`config.mk`:
```
export PLATFORM = sky130hd
export DESIGN_NAME = sensor_frame_deframer
export DESIGN_NICKNAME = d
export VERILOG_FILES = /design/src/sv/sfd_pkg.sv /design/src/sv/sensor_frame_deframer.sv /design/src/sv/sfd_parser.sv
export SDC_FILE = /design/constraint.sdc
export NUM_CORES = 1
export LEC_CHECK = 0
export CORE_MARGIN = 1.5
export CORE_UTILIZATION = 45
export CTS_CLUSTER_DIAMETER = 200
export CTS_CLUSTER_SIZE = 40
export DETAILED_ROUTE_END_ITERATION = 16
export DONT_BUFFER_PORTS = 1
export PLACE_DENSITY = 0.64
export RECOVER_POWER = 100
export SETUP_SLACK_MARGIN = 0.05
export SLEW_MARGIN = 40
export SYNTH_ARGS = -nofsm -noshare
export SYNTH_HDL_FRONTEND = slang
export SYNTH_SLANG_ARGS = --single-unit
```
`constraint.sdc`:
```
create_clock -name clk_i -period 9.3 [get_ports clk_i]
set_input_delay 0.465 -clock clk_i [delete_from_list [all_inputs] [get_ports clk_i]]
set_output_delay 0.465 -clock clk_i [all_outputs]
set_load 0.02 [all_outputs]
```
`src/sv/sfd_pkg.sv`:
```
// Shared constants and types for the sensor frame deframer.
`timescale 1ns / 1ps

package sfd_pkg;

  // Frame delimiters
  localparam logic [7:0] StartByte = 8'h6C;
  localparam logic [7:0] MarkMain  = 8'hAA;
  localparam logic [7:0] MarkAlt   = 8'hA1;

  // Field widths
  localparam int unsigned ByteW  = 8;
  localparam int unsigned TypeW  = 16;
  localparam int unsigned CheckW = 16;

  // One result word as produced by the parser
  typedef struct packed {
    logic [TypeW-1:0]  frame_type;
    logic [ByteW-1:0]  payload_byte;
    logic [ByteW-1:0]  byte_index;
    logic [ByteW-1:0]  frame_length;
    logic [CheckW-1:0] check_word;
    logic              alt_marker;
    logic              last;
  } result_t;

endpackage

```
`src/sv/sensor_frame_deframer.sv`:
```
// Top level: input byte register, frame parser and output word register.
`timescale 1ns / 1ps
//
//  channel   dir  tdata                                        tuser       tlast
//  s_axis    in   rx_byte[7:0]                                 -           -
//  m_axis    out  frame_type, payload_byte, byte_index,        alt_marker  last
//                 frame_length, check_word (56 bits)
//
//  One byte per cycle sustained while m_axis does not stall; each input word
//  passes through the input register, then the parser into the output register.
//  Reset (rst_ni low, asynchronous) returns the parser to idle and empties
//  both registers. A stall on m_axis holds the output word and the input
//  register; s_axis keeps taking words while the input register can move on.
//  Header and check-high bytes produce no output word.

module sensor_frame_deframer (
  input  logic        clk_i,
  input  logic        rst_ni,
  input  logic        s_axis_tvalid,
  output logic        s_axis_tready,
  input  logic [7:0]  s_axis_tdata,   // [7:0] rx_byte
  output logic        m_axis_tvalid,
  input  logic        m_axis_tready,
  output logic [55:0] m_axis_tdata,   // [15:0] frame_type, [23:16] payload_byte,
                                      // [31:24] byte_index, [39:32] frame_length,
                                      // [55:40] check_word
  output logic        m_axis_tuser,   // [0] alt_marker
  output logic        m_axis_tlast
);

  logic                          in_vld_q;
  logic [sfd_pkg::ByteW-1:0]     in_byte_q;
  logic                          out_vld_q;
  sfd_pkg::result_t              out_q;
  logic                          out_free;
  logic                          step;
  logic                          res_valid;
  sfd_pkg::result_t              res;

  // Handshake: held byte moves through the parser when the output slot is free
  assign out_free      = !out_vld_q || m_axis_tready;
  assign step          = in_vld_q && out_free;
  assign s_axis_tready = !in_vld_q || out_free;

  // Input register
  always_ff @(posedge clk_i or negedge rst_ni) begin
    if (!rst_ni) begin
      in_vld_q <= 1'b0;
    end else if (s_axis_tready) begin
      in_vld_q <= s_axis_tvalid;
    end
  end

  always_ff @(posedge clk_i) begin
    if (s_axis_tready && s_axis_tvalid) begin
      in_byte_q <= s_axis_tdata;
    end
  end

  sfd_parser u_parser (
    .clk_i       (clk_i),
    .rst_ni      (rst_ni),
    .step_i      (step),
    .byte_i      (in_byte_q),
    .res_valid_o (res_valid),
    .res_o       (res)
  );

  // Output register
  always_ff @(posedge clk_i or negedge rst_ni) begin
    if (!rst_ni) begin
      out_vld_q <= 1'b0;
    end else if (out_free) begin
      out_vld_q <= step && res_valid;
    end
  end

  always_ff @(posedge clk_i) begin
    if (step && res_valid) begin
      out_q <= res;
    end
  end

  assign m_axis_tvalid = out_vld_q;
  assign m_axis_tdata  = {out_q.check_word, out_q.frame_length, out_q.byte_index,
                          out_q.payload_byte, out_q.frame_type};
  assign m_axis_tuser  = out_q.alt_marker;
  assign m_axis_tlast  = out_q.last;

endmodule

```
`src/sv/sfd_parser.sv`:
```
// Frame parser: phase register, header fields and per-byte result logic.
`timescale 1ns / 1ps

module sfd_parser (
  input  logic                          clk_i,
  input  logic                          rst_ni,
  input  logic                          step_i,   // consume byte_i this cycle
  input  logic [sfd_pkg::ByteW-1:0]     byte_i,
  output logic                          res_valid_o,
  output sfd_pkg::result_t              res_o
);

  // Phase codes
  localparam logic [2:0] PhIdle    = 3'd0;
  localparam logic [2:0] PhMark    = 3'd1;
  localparam logic [2:0] PhTypeHi  = 3'd2;
  localparam logic [2:0] PhTypeLo  = 3'd3;
  localparam logic [2:0] PhLen     = 3'd4;
  localparam logic [2:0] PhPayload = 3'd5;
  localparam logic [2:0] PhCheck   = 3'd6;

  logic [2:0]                     phase_q, phase_d;
  logic [sfd_pkg::TypeW-1:0]      type_q, type_d;
  logic [sfd_pkg::ByteW-1:0]      len_q, len_d;
  logic [sfd_pkg::ByteW-1:0]      count_q, count_d;
  logic [sfd_pkg::ByteW-1:0]      chk_hi_q, chk_hi_d;
  logic                           marker_q, marker_d;

  // Next state and result for the byte at hand
  always_comb begin
    phase_d     = phase_q;
    type_d      = type_q;
    len_d       = len_q;
    count_d     = count_q;
    chk_hi_d    = chk_hi_q;
    marker_d    = marker_q;
    res_valid_o = 1'b0;
    res_o.frame_type   = type_q;
    res_o.payload_byte = '0;
    res_o.byte_index   = '0;
    res_o.frame_length = len_q;
    res_o.check_word   = '0;
    res_o.alt_marker   = marker_q;
    res_o.last         = 1'b0;

    case (phase_q)
      PhMark: begin
        if (byte_i == sfd_pkg::MarkMain || byte_i == sfd_pkg::MarkAlt) begin
          marker_d = (byte_i == sfd_pkg::MarkAlt);
          phase_d  = PhTypeHi;
        end
      end
      PhTypeHi: begin
        type_d  = {byte_i, type_q[sfd_pkg::ByteW-1:0]};
        phase_d = PhTypeLo;
      end
      PhTypeLo: begin
        type_d  = {type_q[sfd_pkg::TypeW-1:sfd_pkg::ByteW], byte_i};
        phase_d = PhLen;
      end
      PhLen: begin
        len_d   = byte_i;
        count_d = '0;
        phase_d = PhPayload;
      end
      PhPayload: begin
        if (count_q != len_q) begin
          res_valid_o        = 1'b1;
          res_o.payload_byte = byte_i;
          res_o.byte_index   = count_q;
          count_d            = count_q + 1'b1;
        end else begin
          // payload done: this is the high check byte
          chk_hi_d = byte_i;
          phase_d  = PhCheck;
        end
      end
      PhCheck: begin
        res_valid_o      = 1'b1;
        res_o.check_word = {chk_hi_q, byte_i};
        res_o.last       = 1'b1;
        phase_d          = PhIdle;
      end
      default: begin
        // idle and the unused code: hunt for the start byte
        phase_d = (byte_i == sfd_pkg::StartByte) ? PhMark : PhIdle;
      end
    endcase
  end

  // State registers, advanced only when a byte is consumed
  always_ff @(posedge clk_i or negedge rst_ni) begin
    if (!rst_ni) begin
      phase_q  <= PhIdle;
      type_q   <= '0;
      len_q    <= '0;
      count_q  <= '0;
      chk_hi_q <= '0;
      marker_q <= 1'b0;
    end else if (step_i) begin
      phase_q  <= phase_d;
      type_q   <= type_d;
      len_q    <= len_d;
      count_q  <= count_d;
      chk_hi_q <= chk_hi_d;
      marker_q <= marker_d;
    end
  end

endmodule
```
* After elaboration in Yosys (flattened, before gate mapping)
Index checks and enable logic that the tools add are counted.
** Storage, ports and cells
- Flip-flop bits (word level) :: 112
- Bits of input ports :: 12
- Output and inout bits :: 60
** Cells by class
- Add/sub/neg operators :: 1
- Equal/unequal tests :: 13
- Muxes and demuxes :: 10
- Bitwise operators :: 3
- Reduce and logical (&&, ||, !) cells :: 17
** Operators with widths (number)
- case mux 16 bit (2 select lines) :: 1
- case mux 3 bit (6 select lines) :: 1
- AND reduction 3 bit :: 6
- equality test 8 bit, second input constant :: 2
- case mux 8 bit (2 select lines) :: 1
- equality test 3 bit, second input constant :: 3
- adder 8 x 1 -> 8 bit, second input constant :: 1
- equality test 8 x 7 -> 1 bit, second input constant :: 1
- two-way mux 8 bit :: 1
- != test 8 bit :: 1
- equality test 3 x 2 -> 1 bit, second input constant :: 2
- two-way mux 3 bit :: 2
- != test 2 x 1 -> 1 bit, second input constant :: 2
- AND reduction 2 bit :: 2
- equality test 3 x 1 -> 1 bit, second input constant :: 1
- logical AND 1 bit :: 3
- logical OR 1 bit :: 3
- two-way mux 1 bit :: 3
- inverter 1 bit :: 3
- logical NOT 1 bit :: 2
- != test 2 bit, second input constant :: 1
- case mux 1 bit (2 select lines) :: 1
- nonzero test 2 bit :: 1

* Longest topological paths before layout
Gate-level depths: netlist of the first run.
- Depth after elaboration :: 4
- Depth in mapped cells :: 8

* Hierarchy
Synthesis of the first run repeated with hierarchy kept, for this count alone.
** Second synthesis, totals
- Cells, all modules :: 287
- Area total of the unflattened synthesis :: 4425.5 um^2
** By module, submodules not included
- sfd_parser :: times used 1, cells each 211, area an instance 2332.2 um^2
- sensor_frame_deframer :: times used 1, cells each 76, area an instance 2093.3 um^2

* Least setup slack after synthesis of the first run
Ideal clock, no wire load.
- Path type :: flip-flop to flip-flop
- Start :: register u_parser.phase_q[1]
- End :: register out_q, in the netlist m_axis_tdata[0] (enable)
- Setup time :: 0.474 ns
- Data arrival time :: 3.817 ns
- Data required time :: 8.826 ns
- Setup slack :: 5.009 ns
- Cell stages (with the launch flop) :: 7
- Buffers on the path :: 2
- Period minus slack after synthesis :: 4.291 ns
- Path through :: dfrtp_1 > clkbuf_1 > nand3b_1 > a21oi_1 > clkbuf_1 > nor2_1 > nor2_1
** On the way
- Word-level cells in the longest chain between the ends :: 3
- Elaborated cells between the ends (all ways) :: 4
- Classes of those cells :: eq/ne: 2; mux: 1; reduce/logical: 1
** Ends and longest elaborated chain
- start: declaration :: line sfd_parser.sv:22 : logic [2:0] phase_q, phase_d;
- start signal: assignment :: line sfd_parser.sv:94 : phase_q <= PhIdle;
- start signal: assignment :: line sfd_parser.sv:101 : phase_q <= phase_d;
- equality test 3 bit :: line sfd_parser.sv:46 : case (phase_q)
- case mux 1 bit (2 select lines) * :: line sfd_parser.sv:46
- logical AND 1 bit * :: line sensor_frame_deframer.sv:79 : if (step && res_valid) begin
- end signal: assignment :: line sensor_frame_deframer.sv:80 : out_q <= res;
- end: declaration :: line sensor_frame_deframer.sv:34 : sfd_pkg::result_t out_q;
Every way passes the cells marked *; elsewhere a longest branch is shown, timed or not.
A chain may end at the register's enable or synchronous reset.

* Final worst setup path of the first run
- Start :: register u_parser.phase_q[1]
- End :: register out_q, in the netlist m_axis_tdata[23] (enable)
Same word-level chain as after synthesis.

==> run_results.csv, run 1 <==
group,metric,value,unit
outcome,status,"finished, violations left",
outcome,violations,"capacitance limit, slew limit",
setup_path,startpoint,"u_parser.phase_q[1]$_DFFE_PN0P_",
power_and_ir_drop,p_int,832.8,µW
global_route,first_global_vias,2058,
yosys,synth_area,4375,µm²
global_route,gr-total-overflow,0,
hold_path,holdPathStages,0,
power_and_ir_drop,comb_power_share,11.9,%
routing,post_drt_wl_per_cell,17.94,µm
yosys,synthCells,281,
setup_path,end_kind,"flop",
setup_path,reg2reg_slack,4.25,ns
clocking,cts_tree,"yes",
cells_and_area,antenna_cells,0,
clocking,htreeDepth,3,
timing,period_share,54.26,%
clocking,cts_buffer_depth,2,
cells_and_area,finalNetCount,296,
yosys,async_reset_ff_share,41.07,%
timing,finClkSkew,0.01006,ns
clocking,cts-buffers-inserted,9,
floorplan,die-area,10320,µm²
floorplan,core_area,9328,µm²
clocking,clk_latency,0.36,ns
timing,maxSlewHeadroom,-68.84,%
timing,worstMarginPinSlew,2.533,ns
floorplan,rows,35,
clocking,clkSinkCount,112,
clocking,post_cts_buffers,0,
routing,remaining_drc_errors,0,
timing,min_period,5.046,ns
routing,vias,2163,
setup_path,reg2reg_to,"m_axis_tdata[23]$_SDFFCE_PN0P_",
floorplan,initial_core_util,46.91,%
timing,setup-tns-final,0,ns
timing,rsz0062_at_grt,"no",
placed_design,gp_congestion,0.9253,
floorplan,ios,72,
yosys,synth_top_area_share,45.30,%
setup_path,worstPathRequired,9.25,ns
setup_path,ff2ff_path_depth,5,
clocking,root_buffer,"clkbuf_8",
yosys,synth.net_count,294,
placed_design,portBuffers,0,
routing,detail-route-antenna-nets,0,
global_route,grt_start_max_net_pins,47,
power_and_ir_drop,p_clk_share,26.9,%
clocking,holdBufCountCts,2,
clocking,cts_resized,0,
power_and_ir_drop,cellPowerDensity,248.4,nW/µm²
setup_path,cp-endpoint,"m_axis_tdata[23]$_SDFFCE_PN0P_",
yosys,ys_seq_area_share,71.60,%
cells_and_area,area_delta_synth_final,6.577,%
floorplan,die_h,101.6,µm
yosys,synth_most_common_cell,"edfxtp_1",
yosys,ys_warn_count,0,
yosys,synth_edf_count,66,
setup_path,crit_type,"flop to flop",
timing,max_freq,0.1982,GHz
power_and_ir_drop,vdd_ir_drop_max,0.00009147,V
yosys,synth_seq_cells,112,
yosys,yosys.area.top_type,"edfxtp_1",
yosys,synth_area_per_cell,15.57,µm²
clocking,clk_pin_slew,0.10,ns
routing,routed_wl,7482,µm
global_route,grt_use_total,15.68,%
hold_path,hp-class,"input port to flop",
floorplan,die_w,101.6,µm
setup_path,arrival,5.00,ns
yosys,synthFlopType,"edfxtp_1",
setup_path,r2r_start,"u_parser.phase_q[1]$_DFFE_PN0P_",
setup_path,path_max_fanout,38,
yosys,synthTopCellsByCount,"edfxtp_1 (66), dfrtp_1 (46), and2_1 (33)",
job,maxCapViolations,3,
power_and_ir_drop,sw_frac_of_total,28.10,%
cells_and_area,fill_cells,793,
yosys,synth_cell_types,43,
power_and_ir_drop,switchingPower,325.4,µW
routing,firstDrtPassIters,4,
power_and_ir_drop,seqPwrFrac,61.2,%
timing,finalHoldViolCount,0,
setup_path,worstSetupStartpointType,"flop",
cells_and_area,drive_above_1_share,15.97,%
routing,drt_iter0_markers,137,
yosys,synth.area.top_cells,"edfxtp_1 (45%), dfrtp_1 (26%), mux2_2 (7.7%)",
routing,vias_per_cell,5.187,
global_route,antenna_found_initial,0,
power_and_ir_drop,p_leak,1.837,nW
timing,holdWs,0.1911,ns
timing,drv_slew,108,
timing,setup_viol,0,
global_route,grt_pass1_wl,11760,µm
placed_design,hpwl,4817,µm
==> power by group through the flow <==
| stage | logic (mW) | registers, mW | clock network (mW) |
|---|---|---|---|
| after global routing | 0.161 | 0.721 | 0.334 |
| after CTS | 0.155 | 0.708 | 0.320 |
| after global placement | 0.143 | 0.717 | 0 |
| after floorplan | 0.136 | 0.692 | 0 |
| final | 0.138 | 0.708 | 0.312 |
| after detailed placement | 0.148 | 0.719 | 0 |
==> flip-flops by register name, summed over array words and instances, names as in the netlist <==
signal	count
m_axis_tdata	56
u_parser.type_q	16
in_byte_q	8
u_parser.chk_hi_q	8
u_parser.count_q	8
u_parser.len_q	8
u_parser.phase_q	3
in_vld_q	1
m_axis_tlast	1
m_axis_tuser	1
m_axis_tvalid	1
u_parser.marker_q	1
==> worst max-delay path, cell delays in order, from the launching register on <==
cell      delay, ns
dfrtp_1        0.49
nand3b_1       0.26
a21oi_1        0.96
nor2_1         0.09
nor2_1         1.35
clkbuf_1       1.46
==> how the worst min path moves through the flow <==
stage	slack, ns	end	start
2_1_floorplan	0.17	in_vld_q$_DFFE_PN0N_	rst_ni
3_3_place_gp	0.17	u_parser.type_q[4]$_DFFE_PN0P_	rst_ni
3_5_place_dp	0.17	u_parser.type_q[4]$_DFFE_PN0P_	rst_ni
4_1_cts	0.17	in_byte_q[1]$_DFFE_PP_	s_axis_tdata[1]
5_1_grt	0.17	in_byte_q[6]$_DFFE_PP_	s_axis_tdata[6]
6_report	0.19	in_byte_q[5]$_DFFE_PP_	s_axis_tdata[5]
==> per-layer routing <==
metal	vias up	global-route usage (%)	routed length [µm]
li1	1018	-	-
met2	63	22.92	3416
met3	11	4.279	398
met4	0	7.372	129
met1	1071	21.88	3537
met5	-	0	0
==> cell usage in the layout, fill, tap and decap left out, types with 2 or more instances in the layout <==
cell / count
a211o_1: 2
a21oi_1: 4
a31oi_1: 2
and2_0: 17
and2_1: 16
and3_1: 3
bufinv_16: 2
clkbuf_1: 2
clkbuf_8: 9
dfrtp_1: 46
edfxtp_1: 66
inv_1: 4
inv_6: 2
mux2_1: 2
mux2_2: 30
mux2i_1: 3
nand2_1: 12
nand2b_1: 3
nand3_1: 8
nand3b_1: 2
nand4_1: 3
nor2_1: 8
nor2b_1: 3
nor3_1: 2
nor4_1: 3
o21ai_0: 6
or3_1: 2
or4b_1: 2
xor2_1: 8
==> logic make-up after synthesis <==
logic type	count (synthesis)	share of synthesized area [%]
AO/OA/AOI/OAI	20	2.917
XOR/XNOR	8	1.601
adder cells (fa/ha/maj)	1	0.2859
buffers and inverters	16	2.087
flip-flops	112	71.60
multiplexers	35	9.093
AND/OR/NAND/NOR	89	12.41
==> layout make-up <==
| class | count | area (µm²) | share of cell area, % |
|---|---|---|---|
| flip-flops and latches | 112 | 3133 | 67.19 |
| multi-input cells | 153 | 1119 | 23.99 |
| well taps | 129 | 161.4 | 3.461 |
| clock buffers | 9 | 123.9 | 2.656 |
| clock inverters | 7 | 93.84 | 2.012 |
| repair buffers | 3 | 17.52 | 0.3756 |
| inverters | 4 | 15.01 | 0.3220 |
==> stage by stage <==
step	utilization (%)	area, µm²	power [mW]	cells	setup slack [ns]
2_1_floorplan	-	4375	0.8278	281	5.009
5_1_grt	49.99	4663	1.216	417	3.627
4_1_cts	50.78	4737	1.183	417	6.363
6_report	49.99	4663	1.158	417	4.254
3_3_place_gp	47.98	4476	0.8594	399	6.095
3_5_place_dp	48.05	4482	0.8670	399	6.396
(Power assumes the default switching activity.)
==> run 2: changes to the inputs <==
Clock period 9.3 ns to 5.01 ns, I/O delays scaled along.
==> run_results.csv, run 2 (synthesis results as in run 1) <==
group,metric,value,unit
routing,routed_wl,7598,µm
power_and_ir_drop,cellPowerDensity,436.3,nW/µm²
cells_and_area,finalNetCount,305,
timing,setup_viol,0,
job,maxCapViolations,1,
cells_and_area,area_delta_synth_final,7.749,%
timing,max_freq,0.2808,GHz
timing,min_period,3.561,ns
global_route,grt_start_max_net_pins,47,
timing,drv_slew,47,
global_route,grt_pass1_wl,11850,µm
hold_path,worst_hold_startpoint,"m_axis_tready",
power_and_ir_drop,comb_power_share,12.9,%
global_route,antenna_found_initial,0,
clocking,clk_pin_slew,0.10,ns
timing,period_share,71.08,%
setup_path,r2r_start,"u_parser.phase_q[1]$_DFFE_PN0P_",
setup_path,crit_type,"flop to flop",
timing,finalHoldViolCount,0,
global_route,gr-total-overflow,0,
outcome,violations,"capacitance limit, slew limit",
setup_path,worstPathRequired,5.01,ns
placed_design,gp_congestion,0.9253,
power_and_ir_drop,sw_frac_of_total,29.66,%
floorplan,initial_core_util,46.91,%
clocking,cts_resized,0,
setup_path,end_kind,"flop",
cells_and_area,antenna_cells,0,
timing,setup-tns-final,0,ns
outcome,status,"finished, violations left",
floorplan,die-area,10320,µm²
clocking,cts-buffers-inserted,9,
hold_path,holdPathStages,2,
clocking,root_buffer,"clkbuf_8",
power_and_ir_drop,switchingPower,610.1,µW
routing,drt_iter0_markers,124,
cells_and_area,drive_above_1_share,16.16,%
cells_and_area,layout_commonest_cell,"edfxtp_1",
timing,rsz0062_at_grt,"no",
clocking,clk_latency,0.37,ns
power_and_ir_drop,p_leak,1.851,nW
setup_path,path_max_fanout,38,
setup_path,reg2reg_to,"m_axis_tdata[34]$_DFFE_PP_",
routing,firstDrtPassIters,4,
timing,maxSlewHeadroom,-72.77,%
hold_path,holdPathEnd,"in_vld_q$_DFFE_PN0N_",
global_route,grt_use_total,15.94,%
clocking,htreeDepth,3,
floorplan,die_w,101.6,µm
placed_design,hpwl,4790,µm
setup_path,worstSetupStartpointType,"flop",
placed_design,portBuffers,0,
hold_path,hp-class,"input port to flop",
power_and_ir_drop,p_int,1.447,mW
routing,detail-route-antenna-nets,0,
global_route,first_global_vias,2071,
timing,holdWs,0.2536,ns
cells_and_area,fill_cells,802,
clocking,clkSinkCount,112,
setup_path,reg2reg_slack,1.45,ns
power_and_ir_drop,p_clk_share,23.3,%
floorplan,ios,72,
timing,finClkSkew,0.01386,ns
cells_and_area,largest_register_ffs,56,
cells_and_area,final_cell_mix,"edfxtp_1 (66), dfrtp_1 (46), mux2_2 (30)",
setup_path,ff2ff_path_depth,5,
floorplan,rows,35,
clocking,cts_buffer_depth,2,
floorplan,core_area,9328,µm²
routing,remaining_drc_errors,0,
power_and_ir_drop,vdd_ir_drop_max,0.0001608,V
setup_path,arrival,3.56,ns
routing,post_drt_wl_per_cell,17.84,µm
routing,vias,2220,
power_and_ir_drop,total_power,2.057,mW
power_and_ir_drop,seqPwrFrac,63.8,%
timing,worstMarginPinSlew,2.592,ns
routing,vias_per_cell,5.211,
floorplan,die_h,101.6,µm
clocking,cts_tree,"yes",
-- run 2: cell types whose count changed in the layout (fill, tap and decap cells not counted), sizes merged --
cell / change
clkinvlp: +1
inv: -1
clkinv: +2
dlygate4sd3: +9
bufinv: -2
-- run 2: critical path: stages, from the launching register on --
cell,delay (ns)
dfrtp_1,0.50
nand3b_1,0.25
a21oi_1,0.92
nor2_1,0.17
nor2_4,0.54
clkbuf_2,0.80
-- run 2: final cells by class --
class,count,area [µm²],area share (%)
well taps,129,161.4,3.424
clock inverters,7,46.29,0.9820
clock buffers,9,123.9,2.627
repair buffers,12,108.9,2.309
multi-input cells,153,1126,23.89
flip-flops and latches,112,3133,66.45
inverters,4,15.01,0.3185
-- run 2: metal layers --
| layer | vias to the layer above | part of all wire [%] | GRT usage (%) |
|---|---|---|---|
| met1 | 1109 | 47 | 22.54 |
| met5 | - | 0 | 0 |
| met3 | 11 | 5.6 | 4.555 |
| met2 | 64 | 45 | 22.56 |
| met4 | 0 | 2.0 | 8.013 |
| li1 | 1036 | - | - |
-- run 2: worst max path at each step --
stage | endpoint | startpoint | cells after the start
finish | m_axis_tdata[34]$_DFFE_PP_ | u_parser.phase_q[1]$_DFFE_PN0P_ | 5
global route | m_axis_tdata[51]$_SDFFCE_PP0P_ | u_parser.count_q[2]$_DFFE_PN0P_ | 6
CTS | m_axis_tdata[23]$_SDFFCE_PN0P_ | u_parser.count_q[5]$_DFFE_PN0P_ | 6
detailed placement | m_axis_tdata[47]$_SDFFCE_PP0P_ | u_parser.len_q[6]$_DFFE_PN0P_ | 6
global placement | m_axis_tdata[42]$_SDFFCE_PP0P_ | u_parser.count_q[5]$_DFFE_PN0P_ | 6
floorplan | m_axis_tdata[0]$_DFFE_PP_ | u_parser.phase_q[1]$_DFFE_PN0P_ | 6
-- run 2: repair_timing --
action	4_1_cts	5_1_grt
endpoints found under the hold margin	55	0
hold buffers	11	0
setup buffers	0	0
-- run 2: power by group through the flow --
stage	sequential [mW]	clock (mW)	combinational [mW]
2_1_floorplan	1.28	0	0.252
3_5_place_dp	1.33	0	0.275
4_1_cts	1.31	0.492	0.293
6_report	1.31	0.479	0.266
5_1_grt	1.33	0.520	0.309
3_3_place_gp	1.33	0	0.265
-- run 2: metrics by stage --
stage	cell area, µm²	instances	util, %	worst slack [ns]
after floorplan	4375	281	-	0.7192
after detailed placement	4482	399	48.05	2.095
after CTS	4780	426	51.24	2.043
after global routing	4715	426	50.54	0.9587
after global placement	4476	399	47.98	1.805
final	4715	426	50.54	1.449
==> run 3: changes to the inputs <==
Clock period 5.01 ns to 3.7 ns, I/O delays scaled along.
==> run_results.csv, run 3 (synthesis results as in run 1) <==
group,metric,value,unit
setup_path,worstSetupStartpointType,"flop",
power_and_ir_drop,switchingPower,827.5,µW
floorplan,die_w,101.6,µm
floorplan,ios,72,
placed_design,portBuffers,0,
job,maxCapViolations,0,
cells_and_area,layout_commonest_cell,"edfxtp_1",
floorplan,die-area,10320,µm²
power_and_ir_drop,p_clk_share,24.9,%
routing,routed_wl,7761,µm
clocking,clk_pin_slew,0.10,ns
floorplan,die_h,101.6,µm
power_and_ir_drop,p_int,2.044,mW
cells_and_area,finalNetCount,307,
timing,setup_ws,1.102,ns
global_route,first_global_vias,2206,
routing,remaining_drc_errors,0,
placed_design,hpwl,4969,µm
cells_and_area,antenna_cells,0,
setup_path,worstPathRequired,3.95,ns
clocking,clk_latency,0.36,ns
setup_path,path_max_fanout,8,
clocking,cts-buffers-inserted,9,
timing,drv_slew,0,
timing,finalHoldViolCount,0,
power_and_ir_drop,p_leak,1.882,nW
clocking,cts_buffer_depth,2,
power_and_ir_drop,seqPwrFrac,62.1,%
global_route,antenna_found_initial,0,
global_route,grt_pass1_wl,12160,µm
routing,vias_per_cell,5.248,
routing,firstDrtPassIters,4,
timing,min_period,2.598,ns
setup_path,startpoint,"u_parser.count_q[4]$_DFFE_PN0P_",
floorplan,rows,35,
global_route,gr-total-overflow,0,
setup_path,arrival,2.85,ns
cells_and_area,drive_above_1_share,15.72,%
routing,post_drt_wl_per_cell,18.13,µm
floorplan,initial_core_util,46.91,%
hold_path,hp-class,"input port to flop",
clocking,cts_tree,"yes",
setup_path,reg2reg_to,"u_parser.chk_hi_q[7]$_DFFE_PN0P_",
timing,worstMarginPinSlew,0.8521,ns
timing,maxSlewHeadroom,42.67,%
timing,rsz0062_at_grt,"no",
setup_path,ff2ff_path_depth,5,
timing,max_freq,0.3848,GHz
power_and_ir_drop,vdd_ir_drop_max,0.0002378,V
clocking,htreeDepth,3,
setup_path,reg2reg_slack,1.10,ns
cells_and_area,final_cell_mix,"edfxtp_1 (66), dfrtp_1 (46), mux2_2 (30)",
timing,period_share,70.23,%
routing,detail-route-antenna-nets,0,
timing,setup-tns-final,0,ns
placed_design,gp_congestion,0.8328,
clocking,clkSinkCount,112,
power_and_ir_drop,cellPowerDensity,600.5,nW/µm²
routing,drt_iter0_markers,145,
global_route,grt_use_total,16.22,%
setup_path,end_kind,"flop",
cells_and_area,largest_register_ffs,56,
routing,vias,2246,
setup_path,cp-endpoint,"u_parser.chk_hi_q[7]$_DFFE_PN0P_",
global_route,grt_start_max_net_pins,54,
setup_path,r2r_start,"u_parser.count_q[4]$_DFFE_PN0P_",
cells_and_area,fill_cells,794,
timing,setup_viol,0,
clocking,root_buffer,"clkbuf_8",
setup_path,crit_type,"flop to flop",
outcome,status,"completed",
placed_design,dpl_worst_slack,1.623,ns
floorplan,core_area,9328,µm²
cells_and_area,area_delta_synth_final,9.265,%
timing,finClkSkew,0.007589,ns
power_and_ir_drop,sw_frac_of_total,28.82,%
clocking,post_cts_buffers,0,
power_and_ir_drop,comb_power_share,13.1,%
-- run 3: repair_timing --
action / in CTS / in global routing
hold endpoints to repair: 55 / 0
hold buffers: 11 / 0
gates resized for setup: 0 / 0
-- run 3: worst min path at each step --
stage | end | cells after the start | from
3_5_place_dp | u_parser.type_q[3]$_DFFE_PN0P_ | 0 | rst_ni
6_report | m_axis_tvalid$_DFFE_PN0P_ | 2 | m_axis_tready
4_1_cts | in_vld_q$_DFFE_PN0N_ | 2 | m_axis_tready
2_1_floorplan | in_vld_q$_DFFE_PN0N_ | 0 | rst_ni
3_3_place_gp | u_parser.type_q[3]$_DFFE_PN0P_ | 0 | rst_ni
5_1_grt | m_axis_tvalid$_DFFE_PN0P_ | 2 | m_axis_tready
-- run 3: per-layer routing --
| metal | global-route usage (%) | wire (µm) | up-vias |
|---|---|---|---|
| met2 | 25.33 | 3728 | 81 |
| met1 | 21.18 | 3427 | 1119 |
| met4 | 5.876 | 101 | 0 |
| li1 | - | - | 1039 |
| met5 | 0 | 0 | - |
| met3 | 5.521 | 503 | 7 |
-- run 3: worst max-delay path, stage by stage, from the launching register on --
cell,delay [ns]
dfrtp_1,0.46
xor2_1,0.16
nor4_1,0.75
nand2_1,0.11
nor2_1,0.59
mux2_2,0.41
-- run 3: stage by stage --
stage | power (mW) | instance area [µm²] | hold slack [ns] | utilization (%) | cells
floorplan | 2.079 | 4378 | -0.1106 | - | 281
global placement | 2.170 | 4503 | -0.1088 | 48.28 | 401
detailed placement | 2.193 | 4503 | -0.1088 | 48.28 | 401
CTS | 2.924 | 4828 | 0.1730 | 51.76 | 428
global route | 3.023 | 4781 | 0.1735 | 51.25 | 428
finish | 2.871 | 4781 | 0.1786 | 51.25 | 428
-- run 3: layout make-up --
type	count	area, µm²	share of cell area (%)
multi-input cells	153	1119	23.40
flip-flops and latches	112	3133	65.53
clock buffers	11	131.4	2.748
inverters	4	15.01	0.3141
well taps	129	161.4	3.376
repair buffers	14	155.1	3.245
clock inverters	5	66.31	1.387
-- run 3: power by group through the flow --
| stage | Sequential [mW] | Clock (mW) | Combinational, mW |
|---|---|---|---|
| 5_1_grt | 1.81 | 0.782 | 0.430 |
| 4_1_cts | 1.78 | 0.735 | 0.404 |
| 6_report | 1.78 | 0.714 | 0.375 |
| 3_3_place_gp | 1.80 | 0 | 0.367 |
| 2_1_floorplan | 1.74 | 0 | 0.343 |
| 3_5_place_dp | 1.81 | 0 | 0.379 |
